$ cat src/design/ped_pkg.sv
// ----------------------------------------------------------------------------
// ped_pkg: shared types and constants of the priority event dispatcher
// Field widths, status and register codes, and the controller command bundle.
// ----------------------------------------------------------------------------
package ped_pkg;

	// item fields
	localparam int unsigned ACTION_W   = 1;
	localparam int unsigned TASK_IDX_W = 2;
	localparam int unsigned DATA_W     = 32;
	localparam int unsigned STATUS_W   = 3;
	localparam int unsigned TDATA_W    = 40;  // task (2) + event (32), padded to bytes

	// action codes
	localparam logic [ACTION_W-1:0] ACT_ENQUEUE  = 1'b0;
	localparam logic [ACTION_W-1:0] ACT_DISPATCH = 1'b1;

	// result status codes
	localparam logic [STATUS_W-1:0] ST_ENQUEUED   = 3'd0;
	localparam logic [STATUS_W-1:0] ST_DROPPED    = 3'd1;
	localparam logic [STATUS_W-1:0] ST_BAD_INDEX  = 3'd2;
	localparam logic [STATUS_W-1:0] ST_DISPATCHED = 3'd3;
	localparam logic [STATUS_W-1:0] ST_IDLE       = 3'd4;

	// configuration port
	localparam int unsigned CFG_IDX_W  = 3;
	localparam int unsigned CFG_DATA_W = 8;
	localparam int unsigned TCOUNT_W   = 3;
	localparam int unsigned PRIO_W     = 8;
	localparam int unsigned PRIO_REGS  = 4;
	localparam logic [CFG_IDX_W-1:0] CFG_TASK_COUNT = 3'd0;
	localparam logic [CFG_IDX_W-1:0] CFG_PRIO0      = 3'd1;

	// controller to datapath commands
	typedef struct packed {
		logic latch;   // capture the accepted item
		logic exec;    // decide, update pointers, access the store
		logic load;    // move the result into the output register
	} cmd_t;

endpackage

$ cat src/design/priority_event_dispatcher_top.sv
// ----------------------------------------------------------------------------
// priority_event_dispatcher_top: strict-priority multi-queue event dispatcher
// Per-task ring queues of events; dispatch pops from the lowest-priority-value
// non-empty active queue, lowest index on ties.
// ----------------------------------------------------------------------------
// Flow: the sequencer captures the accepted item, executes it (decision,
//   pointer update and the store's registered read), then loads the output
//   register; the load waits while the previous result is still untaken.
//   No new item is accepted until the result is loaded; the store has one read port.
// Reset (arst_n low, async): pointers, task_count and priorities go to zero,
//   output valid drops; store contents are undefined until written.
// ----------------------------------------------------------------------------
module priority_event_dispatcher_top
	import ped_pkg::*;
#(
	parameter int unsigned NUM_TASKS   = 4,   // 1..4
	parameter int unsigned QUEUE_DEPTH = 16,  // 2..256 slots, one kept free
	parameter int unsigned EVENT_WIDTH = 32   // 1..64 stored event bits
) (
	input  logic                  clk,
	input  logic                  arst_n,
	// input item stream
	input  logic                  s_tvalid,
	output logic                  s_tready,
	input  logic [TDATA_W-1:0]    s_tdata,   // [1:0] task_index, [33:2] event_data
	input  logic [ACTION_W-1:0]   s_tuser,   // [0] action
	// result stream
	output logic                  m_tvalid,
	input  logic                  m_tready,
	output logic [TDATA_W-1:0]    m_tdata,   // [1:0] served_task, [33:2] event_out
	output logic [STATUS_W-1:0]   m_tuser,   // [2:0] status
	// configuration writes
	input  logic                  cfg_we,
	input  logic [CFG_IDX_W-1:0]  cfg_index,
	input  logic [CFG_DATA_W-1:0] cfg_data
);

	cmd_t                  cmd;
	logic [TASK_IDX_W-1:0] served_task;
	logic [DATA_W-1:0]     event_out;

	// sequencer: owns both handshakes
	ped_ctrl u_ctrl (
		.clk       (clk),
		.arst_n    (arst_n),
		.in_valid  (s_tvalid),
		.in_ready  (s_tready),
		.out_valid (m_tvalid),
		.out_ready (m_tready),
		.cmd       (cmd)
	);

	// queues, config and result registers
	ped_datapath #(
		.NUM_TASKS   (NUM_TASKS),
		.QUEUE_DEPTH (QUEUE_DEPTH),
		.EVENT_WIDTH (EVENT_WIDTH)
	) u_dp (
		.clk         (clk),
		.arst_n      (arst_n),
		.cmd         (cmd),
		.cfg_we      (cfg_we),
		.cfg_index   (cfg_index),
		.cfg_data    (cfg_data),
		.action      (s_tuser),
		.task_index  (s_tdata[TASK_IDX_W-1:0]),
		.event_data  (s_tdata[TASK_IDX_W +: DATA_W]),
		.status      (m_tuser),
		.served_task (served_task),
		.event_out   (event_out)
	);

	// pack result fields, pad bits are zero
	assign m_tdata = {{(TDATA_W - TASK_IDX_W - DATA_W){1'b0}}, event_out, served_task};

	// only one item in flight: no accept until the previous result is loaded
	a_one_in_flight: assert property (@(posedge clk) disable iff (!arst_n)
		(s_tvalid && s_tready) |=> !s_tready)
		else $error("second item accepted while one is in flight");

endmodule

$ cat src/design/ped_ctrl.sv
// ----------------------------------------------------------------------------
// ped_ctrl: sequencing controller of the priority event dispatcher
// Three-state sequencer and the output valid flag.
// ----------------------------------------------------------------------------
module ped_ctrl
	import ped_pkg::*;
(
	input  logic clk,
	input  logic arst_n,
	input  logic in_valid,
	output logic in_ready,
	output logic out_valid,
	input  logic out_ready,
	output cmd_t cmd
);

	localparam logic [1:0] S_IDLE = 2'd0;
	localparam logic [1:0] S_EXEC = 2'd1;
	localparam logic [1:0] S_LOAD = 2'd2;

	logic [1:0] state_q;
	logic [1:0] state_d;
	logic       out_valid_q;
	logic       out_free;

	assign in_ready  = (state_q == S_IDLE);
	assign out_valid = out_valid_q;
	assign out_free  = !out_valid_q || out_ready;

	always_comb begin
		state_d   = state_q;
		cmd.latch = 1'b0;
		cmd.exec  = 1'b0;
		cmd.load  = 1'b0;
		unique case (state_q)
			S_IDLE: begin
				if (in_valid) begin
					cmd.latch = 1'b1;
					state_d   = S_EXEC;
				end
			end
			S_EXEC: begin
				cmd.exec = 1'b1;
				state_d  = S_LOAD;
			end
			S_LOAD: begin
				// hold the result until the output register frees up
				if (out_free) begin
					cmd.load = 1'b1;
					state_d  = S_IDLE;
				end
			end
			default: begin
				state_d = S_IDLE;
			end
		endcase
	end

	always_ff @(posedge clk or negedge arst_n) begin
		if (!arst_n) begin
			state_q     <= S_IDLE;
			out_valid_q <= 1'b0;
		end else begin
			state_q <= state_d;
			if (cmd.load) begin
				out_valid_q <= 1'b1;
			end else if (out_ready) begin
				out_valid_q <= 1'b0;
			end
		end
	end

	// a waiting result is never overwritten
	a_no_overwrite: assert property (@(posedge clk) disable iff (!arst_n)
		cmd.load |-> (!out_valid_q || out_ready))
		else $error("result loaded over an untaken result");

	// an accepted item is executed in the very next cycle
	a_exec_follows: assert property (@(posedge clk) disable iff (!arst_n)
		(in_valid && in_ready) |=> cmd.exec)
		else $error("accepted item not executed");

endmodule

$ cat src/design/ped_datapath.sv
// ----------------------------------------------------------------------------
// ped_datapath: queues, pointers and priority select of the dispatcher
// Holds config registers, the ring pointers, the event store and result regs.
// ----------------------------------------------------------------------------
module ped_datapath
	import ped_pkg::*;
#(
	parameter int unsigned NUM_TASKS   = 4,
	parameter int unsigned QUEUE_DEPTH = 16,
	parameter int unsigned EVENT_WIDTH = 32
) (
	input  logic                  clk,
	input  logic                  arst_n,
	input  cmd_t                  cmd,
	input  logic                  cfg_we,
	input  logic [CFG_IDX_W-1:0]  cfg_index,
	input  logic [CFG_DATA_W-1:0] cfg_data,
	input  logic [ACTION_W-1:0]   action,
	input  logic [TASK_IDX_W-1:0] task_index,
	input  logic [DATA_W-1:0]     event_data,
	output logic [STATUS_W-1:0]   status,
	output logic [TASK_IDX_W-1:0] served_task,
	output logic [DATA_W-1:0]     event_out
);

	localparam int unsigned TW     = (NUM_TASKS > 1) ? $clog2(NUM_TASKS) : 1;
	localparam int unsigned PW     = $clog2(QUEUE_DEPTH);
	localparam int unsigned AW     = $clog2(NUM_TASKS * QUEUE_DEPTH);
	localparam int unsigned SLOTS  = NUM_TASKS * QUEUE_DEPTH;
	localparam logic [PW-1:0] PTR_LAST = PW'(QUEUE_DEPTH - 1);
	localparam logic [TCOUNT_W-1:0] NT = TCOUNT_W'(NUM_TASKS);

	function automatic logic [PW-1:0] ring_next(input logic [PW-1:0] p);
		return (p == PTR_LAST) ? '0 : p + PW'(1);
	endfunction

	// config
	logic [TCOUNT_W-1:0] task_count_q;
	logic [PRIO_W-1:0]   prio_q [PRIO_REGS];
	logic [TCOUNT_W-1:0] eff_n;

	// item capture
	logic [ACTION_W-1:0]   action_q;
	logic [TASK_IDX_W-1:0] task_q;
	logic [DATA_W-1:0]     data_q;

	// ring pointers
	logic [PW-1:0] head_q [NUM_TASKS];
	logic [PW-1:0] tail_q [NUM_TASKS];

	// store
	logic [EVENT_WIDTH-1:0] mem [SLOTS];
	logic [EVENT_WIDTH-1:0] rd_q;

	// decision
	logic [TW-1:0]   task_sel;
	logic            bad_idx;
	logic            full;
	logic            enq_ok;
	logic            found;
	logic [TW-1:0]   best;
	logic [PRIO_W-1:0] win_prio;
	logic            disp_ok;
	logic [AW-1:0]   wr_addr;
	logic [AW-1:0]   rd_addr;
	logic [STATUS_W-1:0] status_d;

	// pending result
	logic [STATUS_W-1:0]   res_status_q;
	logic [TASK_IDX_W-1:0] res_task_q;
	logic                  res_evt_q;

	// output register
	logic [STATUS_W-1:0]   out_status_q;
	logic [TASK_IDX_W-1:0] out_task_q;
	logic [DATA_W-1:0]     out_event_q;

	assign eff_n    = (task_count_q > NT) ? NT : task_count_q;
	assign task_sel = task_q[TW-1:0];
	assign bad_idx  = (TCOUNT_W'(task_q) >= eff_n);
	assign full     = (ring_next(tail_q[task_sel]) == head_q[task_sel]);
	assign enq_ok   = (action_q == ACT_ENQUEUE) && !bad_idx && !full;

	always_comb begin
		found    = 1'b0;
		best     = '0;
		win_prio = '0;
		for (int i = 0; i < NUM_TASKS; i++) begin
			if ((TCOUNT_W'(i) < eff_n) && (head_q[i] != tail_q[i])
					&& (!found || (prio_q[i] < win_prio))) begin
				found    = 1'b1;
				best     = TW'(i);
				win_prio = prio_q[i];
			end
		end
	end

	assign disp_ok = (action_q == ACT_DISPATCH) && found;
	assign wr_addr = AW'(task_sel) * AW'(QUEUE_DEPTH) + AW'(tail_q[task_sel]);
	assign rd_addr = AW'(best) * AW'(QUEUE_DEPTH) + AW'(head_q[best]);

	always_comb begin
		if (action_q == ACT_DISPATCH) begin
			status_d = found ? ST_DISPATCHED : ST_IDLE;
		end else if (bad_idx) begin
			status_d = ST_BAD_INDEX;
		end else if (full) begin
			status_d = ST_DROPPED;
		end else begin
			status_d = ST_ENQUEUED;
		end
	end

	// control state
	always_ff @(posedge clk or negedge arst_n) begin
		if (!arst_n) begin
			task_count_q <= '0;
			for (int i = 0; i < PRIO_REGS; i++) begin
				prio_q[i] <= '0;
			end
			for (int i = 0; i < NUM_TASKS; i++) begin
				head_q[i] <= '0;
				tail_q[i] <= '0;
			end
		end else begin
			if (cfg_we) begin
				if (cfg_index == CFG_TASK_COUNT) begin
					task_count_q <= cfg_data[TCOUNT_W-1:0];
				end else if (cfg_index < CFG_PRIO0 + CFG_IDX_W'(PRIO_REGS)) begin
					prio_q[2'(cfg_index - CFG_PRIO0)] <= cfg_data[PRIO_W-1:0];
				end
			end
			if (cmd.exec && enq_ok) begin
				tail_q[task_sel] <= ring_next(tail_q[task_sel]);
			end
			if (cmd.exec && disp_ok) begin
				head_q[best] <= ring_next(head_q[best]);
			end
		end
	end

	// payload
	always_ff @(posedge clk) begin
		if (cmd.latch) begin
			action_q <= action;
			task_q   <= task_index;
			data_q   <= event_data;
		end
		if (cmd.exec) begin
			res_status_q <= status_d;
			res_task_q   <= disp_ok ? TASK_IDX_W'(best) : '0;
			res_evt_q    <= disp_ok;
		end
		if (cmd.load) begin
			out_status_q <= res_status_q;
			out_task_q   <= res_task_q;
			out_event_q  <= res_evt_q ? DATA_W'(rd_q) : '0;
		end
	end

	// event store, one write and one registered read port
	always_ff @(posedge clk) begin
		if (cmd.exec && enq_ok) begin
			mem[wr_addr] <= EVENT_WIDTH'(data_q);
		end
		if (cmd.exec && disp_ok) begin
			rd_q <= mem[rd_addr];
		end
	end

	assign status      = out_status_q;
	assign served_task = out_task_q;
	assign event_out   = out_event_q;

	// the served task is always an active one
	a_best_active: assert property (@(posedge clk) disable iff (!arst_n)
		(cmd.exec && disp_ok) |-> (TCOUNT_W'(best) < eff_n))
		else $error("dispatch served an inactive task");

	// a successful enqueue leaves that queue non-empty
	a_enq_nonempty: assert property (@(posedge clk) disable iff (!arst_n)
		(cmd.exec && enq_ok) |=> (head_q[task_sel] != tail_q[task_sel]))
		else $error("queue empty after enqueue");

endmodule

$ cat config.mk
export PLATFORM = sky130hd
export DESIGN_NAME = priority_event_dispatcher_top
export DESIGN_NICKNAME = d
export VERILOG_FILES = /design/src/design/ped_pkg.sv /design/src/design/priority_event_dispatcher_top.sv /design/src/design/ped_ctrl.sv /design/src/design/ped_datapath.sv
export SDC_FILE = /design/constraint.sdc
export NUM_CORES = 2
export LEC_CHECK = 0
export ABC_CLOCK_PERIOD_IN_PS = 14450
export BUFFER_PORTS_ARGS = -buffer_cell sky130_fd_sc_hd__buf_4
export CORE_MARGIN = 2
export CORE_UTILIZATION = 50
export CTS_CLUSTER_SIZE = 8
export DETAILED_ROUTE_END_ITERATION = 6
export PLACE_DENSITY = 0.72
export SKIP_CTS_REPAIR_TIMING = 1
export SLEW_MARGIN = 10
export SYNTH_ARGS = -nofsm -noshare
export SYNTH_HDL_FRONTEND = slang
export SYNTH_HIERARCHICAL = 1
export SYNTH_SLANG_ARGS = --single-unit
$ cat constraint.sdc
create_clock -name clk -period 14.45 [get_ports clk]
set_input_delay 1.445 -clock clk [delete_from_list [all_inputs] [get_ports clk]]
set_output_delay 1.445 -clock clk [all_outputs]
set_load 0.1 [all_outputs]
## Word-level counts from Yosys, hierarchy flattened

Memories as Yosys holds them, arrays and structs flattened. A register that Yosys moved wholly into a read port is not among the register bits.
Cells that the tools add are included.

| storage, ports and cells | value |
|---|---|
| memories kept | 1 |
| register bits | 148 |
| input port bits | 57 |
| RAM bits | 2,048 |
| word-level logic and storage cells | 140 |

Memory list:

| name | words | bits a word | read ports | clocked after memory_dff | write ports | RTL line | RTL |
|---|---|---|---|---|---|---|---|
| u_dp.mem | 64 | 32 | 1 | 1 | 1 | ped_datapath.sv:52 | `logic [EVENT_WIDTH-1:0] mem [SLOTS];` |

| cells by class | value |
|---|---|
| bitwise logic cells | 5 |
| add/subtract/negate cells | 5 |
| reduce and logical (&&, ||, !) cells | 31 |
| multiplexer cells | 47 |
| equal/unequal tests | 11 |
| magnitude comparators | 16 |

Operators with widths:

| cell | number |
|---|---|
| $mux 4 | 10 |
| $bwmux 16 | 2 |
| $bwmux 32 | 1 |
| $mux 8 | 4 |
| $bmux 4 s2 | 3 |
| $lt 8x8->1 | 3 |
| $demux 4 s2 | 2 |
| $demux 8 s2 | 1 |
| $ne 4x4->1 | 4 |
| $logic_and 1x1->1 | 15 |
| $mux 1 | 15 |
| $add 6x4->6 | 2 |
| $mux 3 | 4 |
| $ge 3x3->1 const B | 3 |
| $lt 3x1->1 const B | 3 |
| $not 2->3 | 3 |
| $add 4x1->4 const B | 2 |
| $eq 4x4->1 const B | 2 |
| $mux 2 | 4 |
| $logic_not 1->1 | 6 |
| $lt 1x3->1 const A | 2 |
| $lt 2x3->1 const A | 2 |
| $pmux 2 s3 | 1 |
| $eq 4x4->1 | 1 |
| 15 further kinds | 20 |

## Depth between registers and ports, before layout

| logic depth | value |
|---|---|
| depth after elaboration | 24 |
| depth in mapped cells | 43 |
| mapped depth without buffers | 32 |

## Cells and area by module

The synthesis kept the hierarchy.

Modules (own cells, without submodules):

| module | times used | cells each | seq. area each (um2) | area an instance (um2) |
|---|---|---|---|---|
| ped_datapath | 1 | 5,374 | 66,478.8 | 86,812.0 |
| ped_ctrl | 1 | 12 | 75.1 | 132.6 |
| priority_event_dispatcher_top | 1 | 7 | 0.0 | 48.8 |

## Worst setup path after synthesis

Ideal clock, no wire load.

| timing path | value |
|---|---|
| path type | register -> register |
| start | reg u_dp/head_q[15] in the netlist's numbering |
| end | reg u_dp/head_q[11] in the netlist's numbering |
| buffers on the path | 11 |
| slack | 5.650 ns |
| clock period less this slack | 8.800 ns |
| stages on the path, launching flop included | 41 |
| data arrival time | 8.675 ns |
| setup time | 0.125 ns |
| cells stage by stage | dfrtp_1 buf_2 xnor2_1 a41oi_2 clkbuf_1 nand2_1 ha_1 a211oi_1 o21bai_1 o31ai_1 nand2_1 clkbuf_1 a31oi_1 ha_1 a21oi_1 o21ai_0 or4_4 a221o_1 [... 5 more ...] ha_1 a211oi_1 o21ai_0 a31oi_1 o21ai_0 a31o_2 a21o_1 mux2i_4 inv_2 buf_2 buf_2 buf_2 buf_2 clkbuf_1 ha_1 o21ai_0 a22o_1 mux2_2 |

| between the ends | value |
|---|---|
| longest elaborated chain between the ends | 22 |
| elaborated cells between the ends (all ways) | 39 |
| classes of those cells | 1 x add/sub; 5 x order compare; 2 x eq/ne; 17 x mux; 1 x bitwise; 13 x reduce/logical |

Ends and longest elaborated chain:

| item | RTL line | RTL |
|---|---|---|
| start, declared | ped_datapath.sv:48 | `logic [PW-1:0] head_q [NUM_TASKS];` |
| start signal, assigned by index | ped_datapath.sv:137 | `head_q[best] <= ring_next(head_q[best]);` |
| $ne 4x4->1 | ped_datapath.sv:89 | `if ((TCOUNT_W'(i) < eff_n) && (head_q[i] != tail_q[i])` |
| $logic_and 1x1->1 | ped_datapath.sv:89 |  |
| $mux 8 / $mux 1 (equally long branches) | ped_datapath.sv:89 |  |
| $lt 8x8->1 / $logic_not 1->1 (equally long branches) | ped_datapath.sv:90 | `&& (!found \|\| (prio_q[i] < win_prio))) begin` |
| $logic_or 1x1->1 | ped_datapath.sv:90 |  |
| $logic_and 1x1->1 | ped_datapath.sv:90 |  |
| $mux 8 / $mux 1 (equally long branches) | ped_datapath.sv:89 |  |
| $lt 8x8->1 / $logic_not 1->1 (equally long branches) | ped_datapath.sv:90 |  |
| [... 5 more ...] | -- |  |
| $logic_and 1x1->1 | ped_datapath.sv:90 |  |
| $mux 2 | ped_datapath.sv:89 |  |
| $not 2->3 (implied by the code) | ped_datapath.sv:137 |  |
| $bmux 4 s2 | ped_datapath.sv:137 |  |
| $mux 4 (implied by the code) (2 in series) | ped_datapath.sv:137 |  |
| $add 4x1->4 / $eq 4x4->1 (equally long branches) | ped_datapath.sv:34 | `return (p == PTR_LAST) ? '0 : p + PW'(1);` |
| $mux 4 | ped_datapath.sv:34 |  |
| $bwmux 16 | ped_datapath.sv:137 |  |

Parallel ways exist; a longest one is shown, timed or not. The select of a mux whose other input is x is not followed.
A chain may end at the register's enable or synchronous reset.

## Worst setup path in the final report

| timing path | value |
|---|---|
| start | reg u_dp/head_q[14] in the netlist's numbering |
| end | reg u_dp.rd_q[13], read port of u_dp.mem, data pin |

| between the ends | value |
|---|---|
| longest elaborated chain between the ends | 20 |
| elaborated cells between the ends (all ways) | 31 |
| classes of those cells | 1 x add/sub; 3 x order compare; 1 x eq/ne; 13 x mux; 1 x bitwise; 12 x reduce/logical |

Ends and longest elaborated chain:

| item | RTL line | RTL |
|---|---|---|
| $ne 4x4->1 | ped_datapath.sv:89 |  |
| $logic_and 1x1->1 | ped_datapath.sv:89 |  |
| $mux 8 / $mux 1 (equally long branches) | ped_datapath.sv:89 |  |
| $lt 8x8->1 / $logic_not 1->1 (equally long branches) | ped_datapath.sv:90 |  |
| $logic_or 1x1->1 | ped_datapath.sv:90 |  |
| $logic_and 1x1->1 | ped_datapath.sv:90 |  |
| $mux 8 / $mux 1 (equally long branches) | ped_datapath.sv:89 |  |
| $lt 8x8->1 / $logic_not 1->1 (equally long branches) | ped_datapath.sv:90 |  |
| [... 3 more ...] | -- |  |
| $lt 8x8->1 / $logic_not 1->1 (equally long branches) | ped_datapath.sv:90 |  |
| $logic_or 1x1->1 | ped_datapath.sv:90 |  |
| $logic_and 1x1->1 | ped_datapath.sv:90 |  |
| $mux 2 | ped_datapath.sv:89 |  |
| $not 2->3 (implied by the code) | ped_datapath.sv:100 | `assign rd_addr = AW'(best) * AW'(QUEUE_DEPTH) + AW'(head_q[best]);` |
| $bmux 4 s2 | ped_datapath.sv:100 |  |
| $mux 4 (implied by the code) (2 in series) | ped_datapath.sv:100 |  |
| $add 6x4->6 | ped_datapath.sv:100 |  |
| end, declared | ped_datapath.sv:53 | `logic [EVENT_WIDTH-1:0] rd_q;` |

Parallel ways exist; a longest one is shown, timed or not. The select of a mux whose other input is x is not followed.

==> run metrics <==
asr flop ratio synth=0.0314; sequential standard cell area=66600 um2; element type at the critical path start=flip-flop; CTS Buffer Depth=4; Critical-path top delay cell=a221oi_2; gr ovfl total=0; most frequent cells in the layout=2158 x edfxtp_1, 708 x nand2_1, 681 x mux2i_1; antenna violations before repair=17; routed len/inst=28.7 um; Final nets=5757; setup TNS=0 ns; Core ar.=173000 um2; Die Wd=421 um; Max Cap Viol=0; number of synthesized flops with an enable pin=2158; DRT antenna net count=0; fmax=82.3 MHz; hpwl dp=126000 um; CP max stage delay=0.87 ns; Worst-Margin Slew=1.20 ns; worst hold path endpoint=u_dp/status[1]; synthesized cell area=87000 um2; synthesized instance count=5393; DRC errors left=0; R2R cell count=32; IO Count=102; crit path kind=flip-flop to flip-flop; met3 WL post-DR=24300 um; RSZ-0062 raised after global routing=no; CP required=15.00 ns; DRT met1 WL=86200 um; Met2 Wirelength=108000 um; clock skew=0.0798 ns; Arr. time, crit path=12.71 ns; first-pass GRT wire length=333000 um; Clock Pin Slew Worst Setup and Hold Paths=0.05 ns; TritonCTS Buffers=328; Yosys warnings=6; CTS root buf=clkbuf_16; outcome=finished, final reports clean; Sink Count=2228; Worst R2R End=u_dp/rd_q[13]; Initial Utilization=0.502; number of global-route vias before repair=50181; Reg2Reg Setup Slack=2.30 ns; period utilisation layout=0.841; Max H-tree Level=5; total count of hold-check failures in the final report=0; Avg Synthesized Cell Area=16.1 um2; r2r startpoint=u_dp/head_q[14]; crit path time final=12.15 ns; Hold Path Class=flip-flop to flip-flop; Seq/Total Area, Yosys=0.765; critical path capture point type=flip-flop; Die Ht=421 um; multi-input logic area=19500 um2; Detailed Routing Iterations Pass 1=7; Main synth FF type=edfxtp_1; fraction of layout cells with a size suffix above 1=0.135; Die Footprint=177000 um2; gr usage total=0.256; DR vias=50876; row count=153; Placer Congestion=0.877; port buffer count=89; crit-path max FO=106; Final Max Slew Viols=0; vias per cell=6.33; min-delay src=u_dp/res_status_q[1]; crit path from=u_dp/head_q[14]; slew margin rel.=0.193; Layout fillers=12767; largest net degree at the start of global routing=163; Area Overhead vs Synth=14.7%; Hold Crit Depth=0; Worst-Skew Late Latency=0.94 ns; top layer in use=met5; synth unique cells=72; CTS tree=yes; final number of setup-violating endpoints=0; Yosys reg bits=2228; commonest non-fill, non-tap cell in the layout=edfxtp_1; initial drt markers=7533; Total Routed Length=231000 um
-- Yosys cell counts, drive strengths merged (3+ instances only) --
cell type | count | area [um2]
a31oi | 66 | 413
a221oi | 68 | 639
edfxtp | 2158 | 64800
nand3 | 110 | 551
o21ai | 53 | 265
inv | 19 | 71.3
o22a | 13 | 114
nor4bb | 3 | 30.0
nand2b | 10 | 62.6
xnor2 | 18 | 158
nand3b | 5 | 37.5
o221a | 3 | 33.8
nor3 | 6 | 30.0
or3 | 12 | 75.1
nor4 | 42 | 263
mux4 | 7 | 158
nand4 | 51 | 319
dfrtp | 70 | 1750
a311oi | 11 | 96.3
xor2 | 5 | 43.8
a22oi | 52 | 390
o22ai | 232 | 1450
nor2 | 102 | 385
clkbuf | 153 | 574
nor2b | 9 | 58.8
and2 | 41 | 256
nand2 | 708 | 2660
and3 | 44 | 275
mux2 | 57 | 642
nand4b | 5 | 43.8
mux2i | 683 | 6860
ha | 25 | 313
a211oi | 7 | 52.6
or4 | 37 | 282
a21o | 5 | 37.5
a21oi | 278 | 1390
buf | 164 | 833
or2 | 3 | 18.8
a221o | 29 | 290
a41oi | 3 | 41.3
-- layer usage --
| metal | vias to the layer above | track usage |
|---|---|---|
| met5 | - | 0 |
| met4 | 2 | 0.125 |
| met3 | 538 | 0.0482 |
| met2 | 3089 | 0.405 |
| met1 | 25755 | 0.344 |
| li1 | 21492 | - |
-- worst max path at each step --
stage	endpoint	slack, ns	cells past startpoint
after detailed placement	u_dp/rd_q[21]	2.47	32
after CTS	u_dp/rd_q[21]	2.45	32
after global placement	u_dp/rd_q[27]	2.59	32
after floorplan	u_dp/head_q[11]	5.65	40
final	u_dp/rd_q[13]	2.30	32
after global routing	u_dp/rd_q[13]	1.37	32
-- stage by stage --
step	cells	instance area [um2]	hold WS (ns)	util	setup WS, ns
after floorplan	5398	87000	0.400	-	5.65
after global placement	7670	91100	0.406	0.525	2.59
after detailed placement	7670	91100	0.411	0.525	2.47
after CTS	8039	99800	0.422	0.575	2.45
after global routing	8039	99800	0.423	0.575	1.37
final	8040	99800	0.419	0.575	2.30
-- cell families after synthesis --
group                    count (synthesis)  synth area share
flip-flops                            2228             0.765
AND/OR/NAND/NOR                       1192            0.0618
AO/OA/AOI/OAI                          841            0.0621
multiplexers                           747            0.0881
buffers and inverters                  336            0.0170
adder cells (fa/ha/maj)                 25           0.00360
XOR/XNOR                                23           0.00232
other                                    1         0.0000431
-- worst max-delay path, delay by kind of cell, from the launching register on --
| family | cells | cell delay [ns] |
|---|---|---|
| adder cells (fa/ha/maj) | 3 | 0.98 |
| multiplexers | 2 | 0.44 |
| flip-flops | 1 | 0.45 |
| buffers and inverters | 2 | 1.15 |
| XOR/XNOR | 1 | 0.19 |
| AND/OR/NAND/NOR | 8 | 3.32 |
| AO/OA/AOI/OAI | 16 | 5.04 |
-- final cells by class --
type,count,area share
diodes,1,0.0000251
clock buffers,365,0.0860
clock inverters,4,0.000301
inverters,19,0.000815
multi-input cells,2834,0.196
flip-flops and latches,2228,0.667
well taps,2325,0.0292
repair buffers,264,0.0206
-- state kept, by name, summed over array words and instances, names as in the netlist --
register / cells
u_ctrl/out_valid: 1
u_ctrl/state_q: 2
u_dp/action_q: 1
u_dp/data_q: 32
u_dp/event_out: 32
u_dp/head_q: 16
u_dp/mem: 2048
u_dp/prio_q: 32
u_dp/rd_q: 32
u_dp/res_evt_q: 1
u_dp/res_status_q: 3
u_dp/res_task_q: 2
u_dp/served_task: 2
u_dp/status: 3
u_dp/tail_q: 16
u_dp/task_count_q: 3
u_dp/task_q: 2
Power is not shown: default switching activity piles up to over one toggle a cycle in this logic, so the estimate is an artifact.
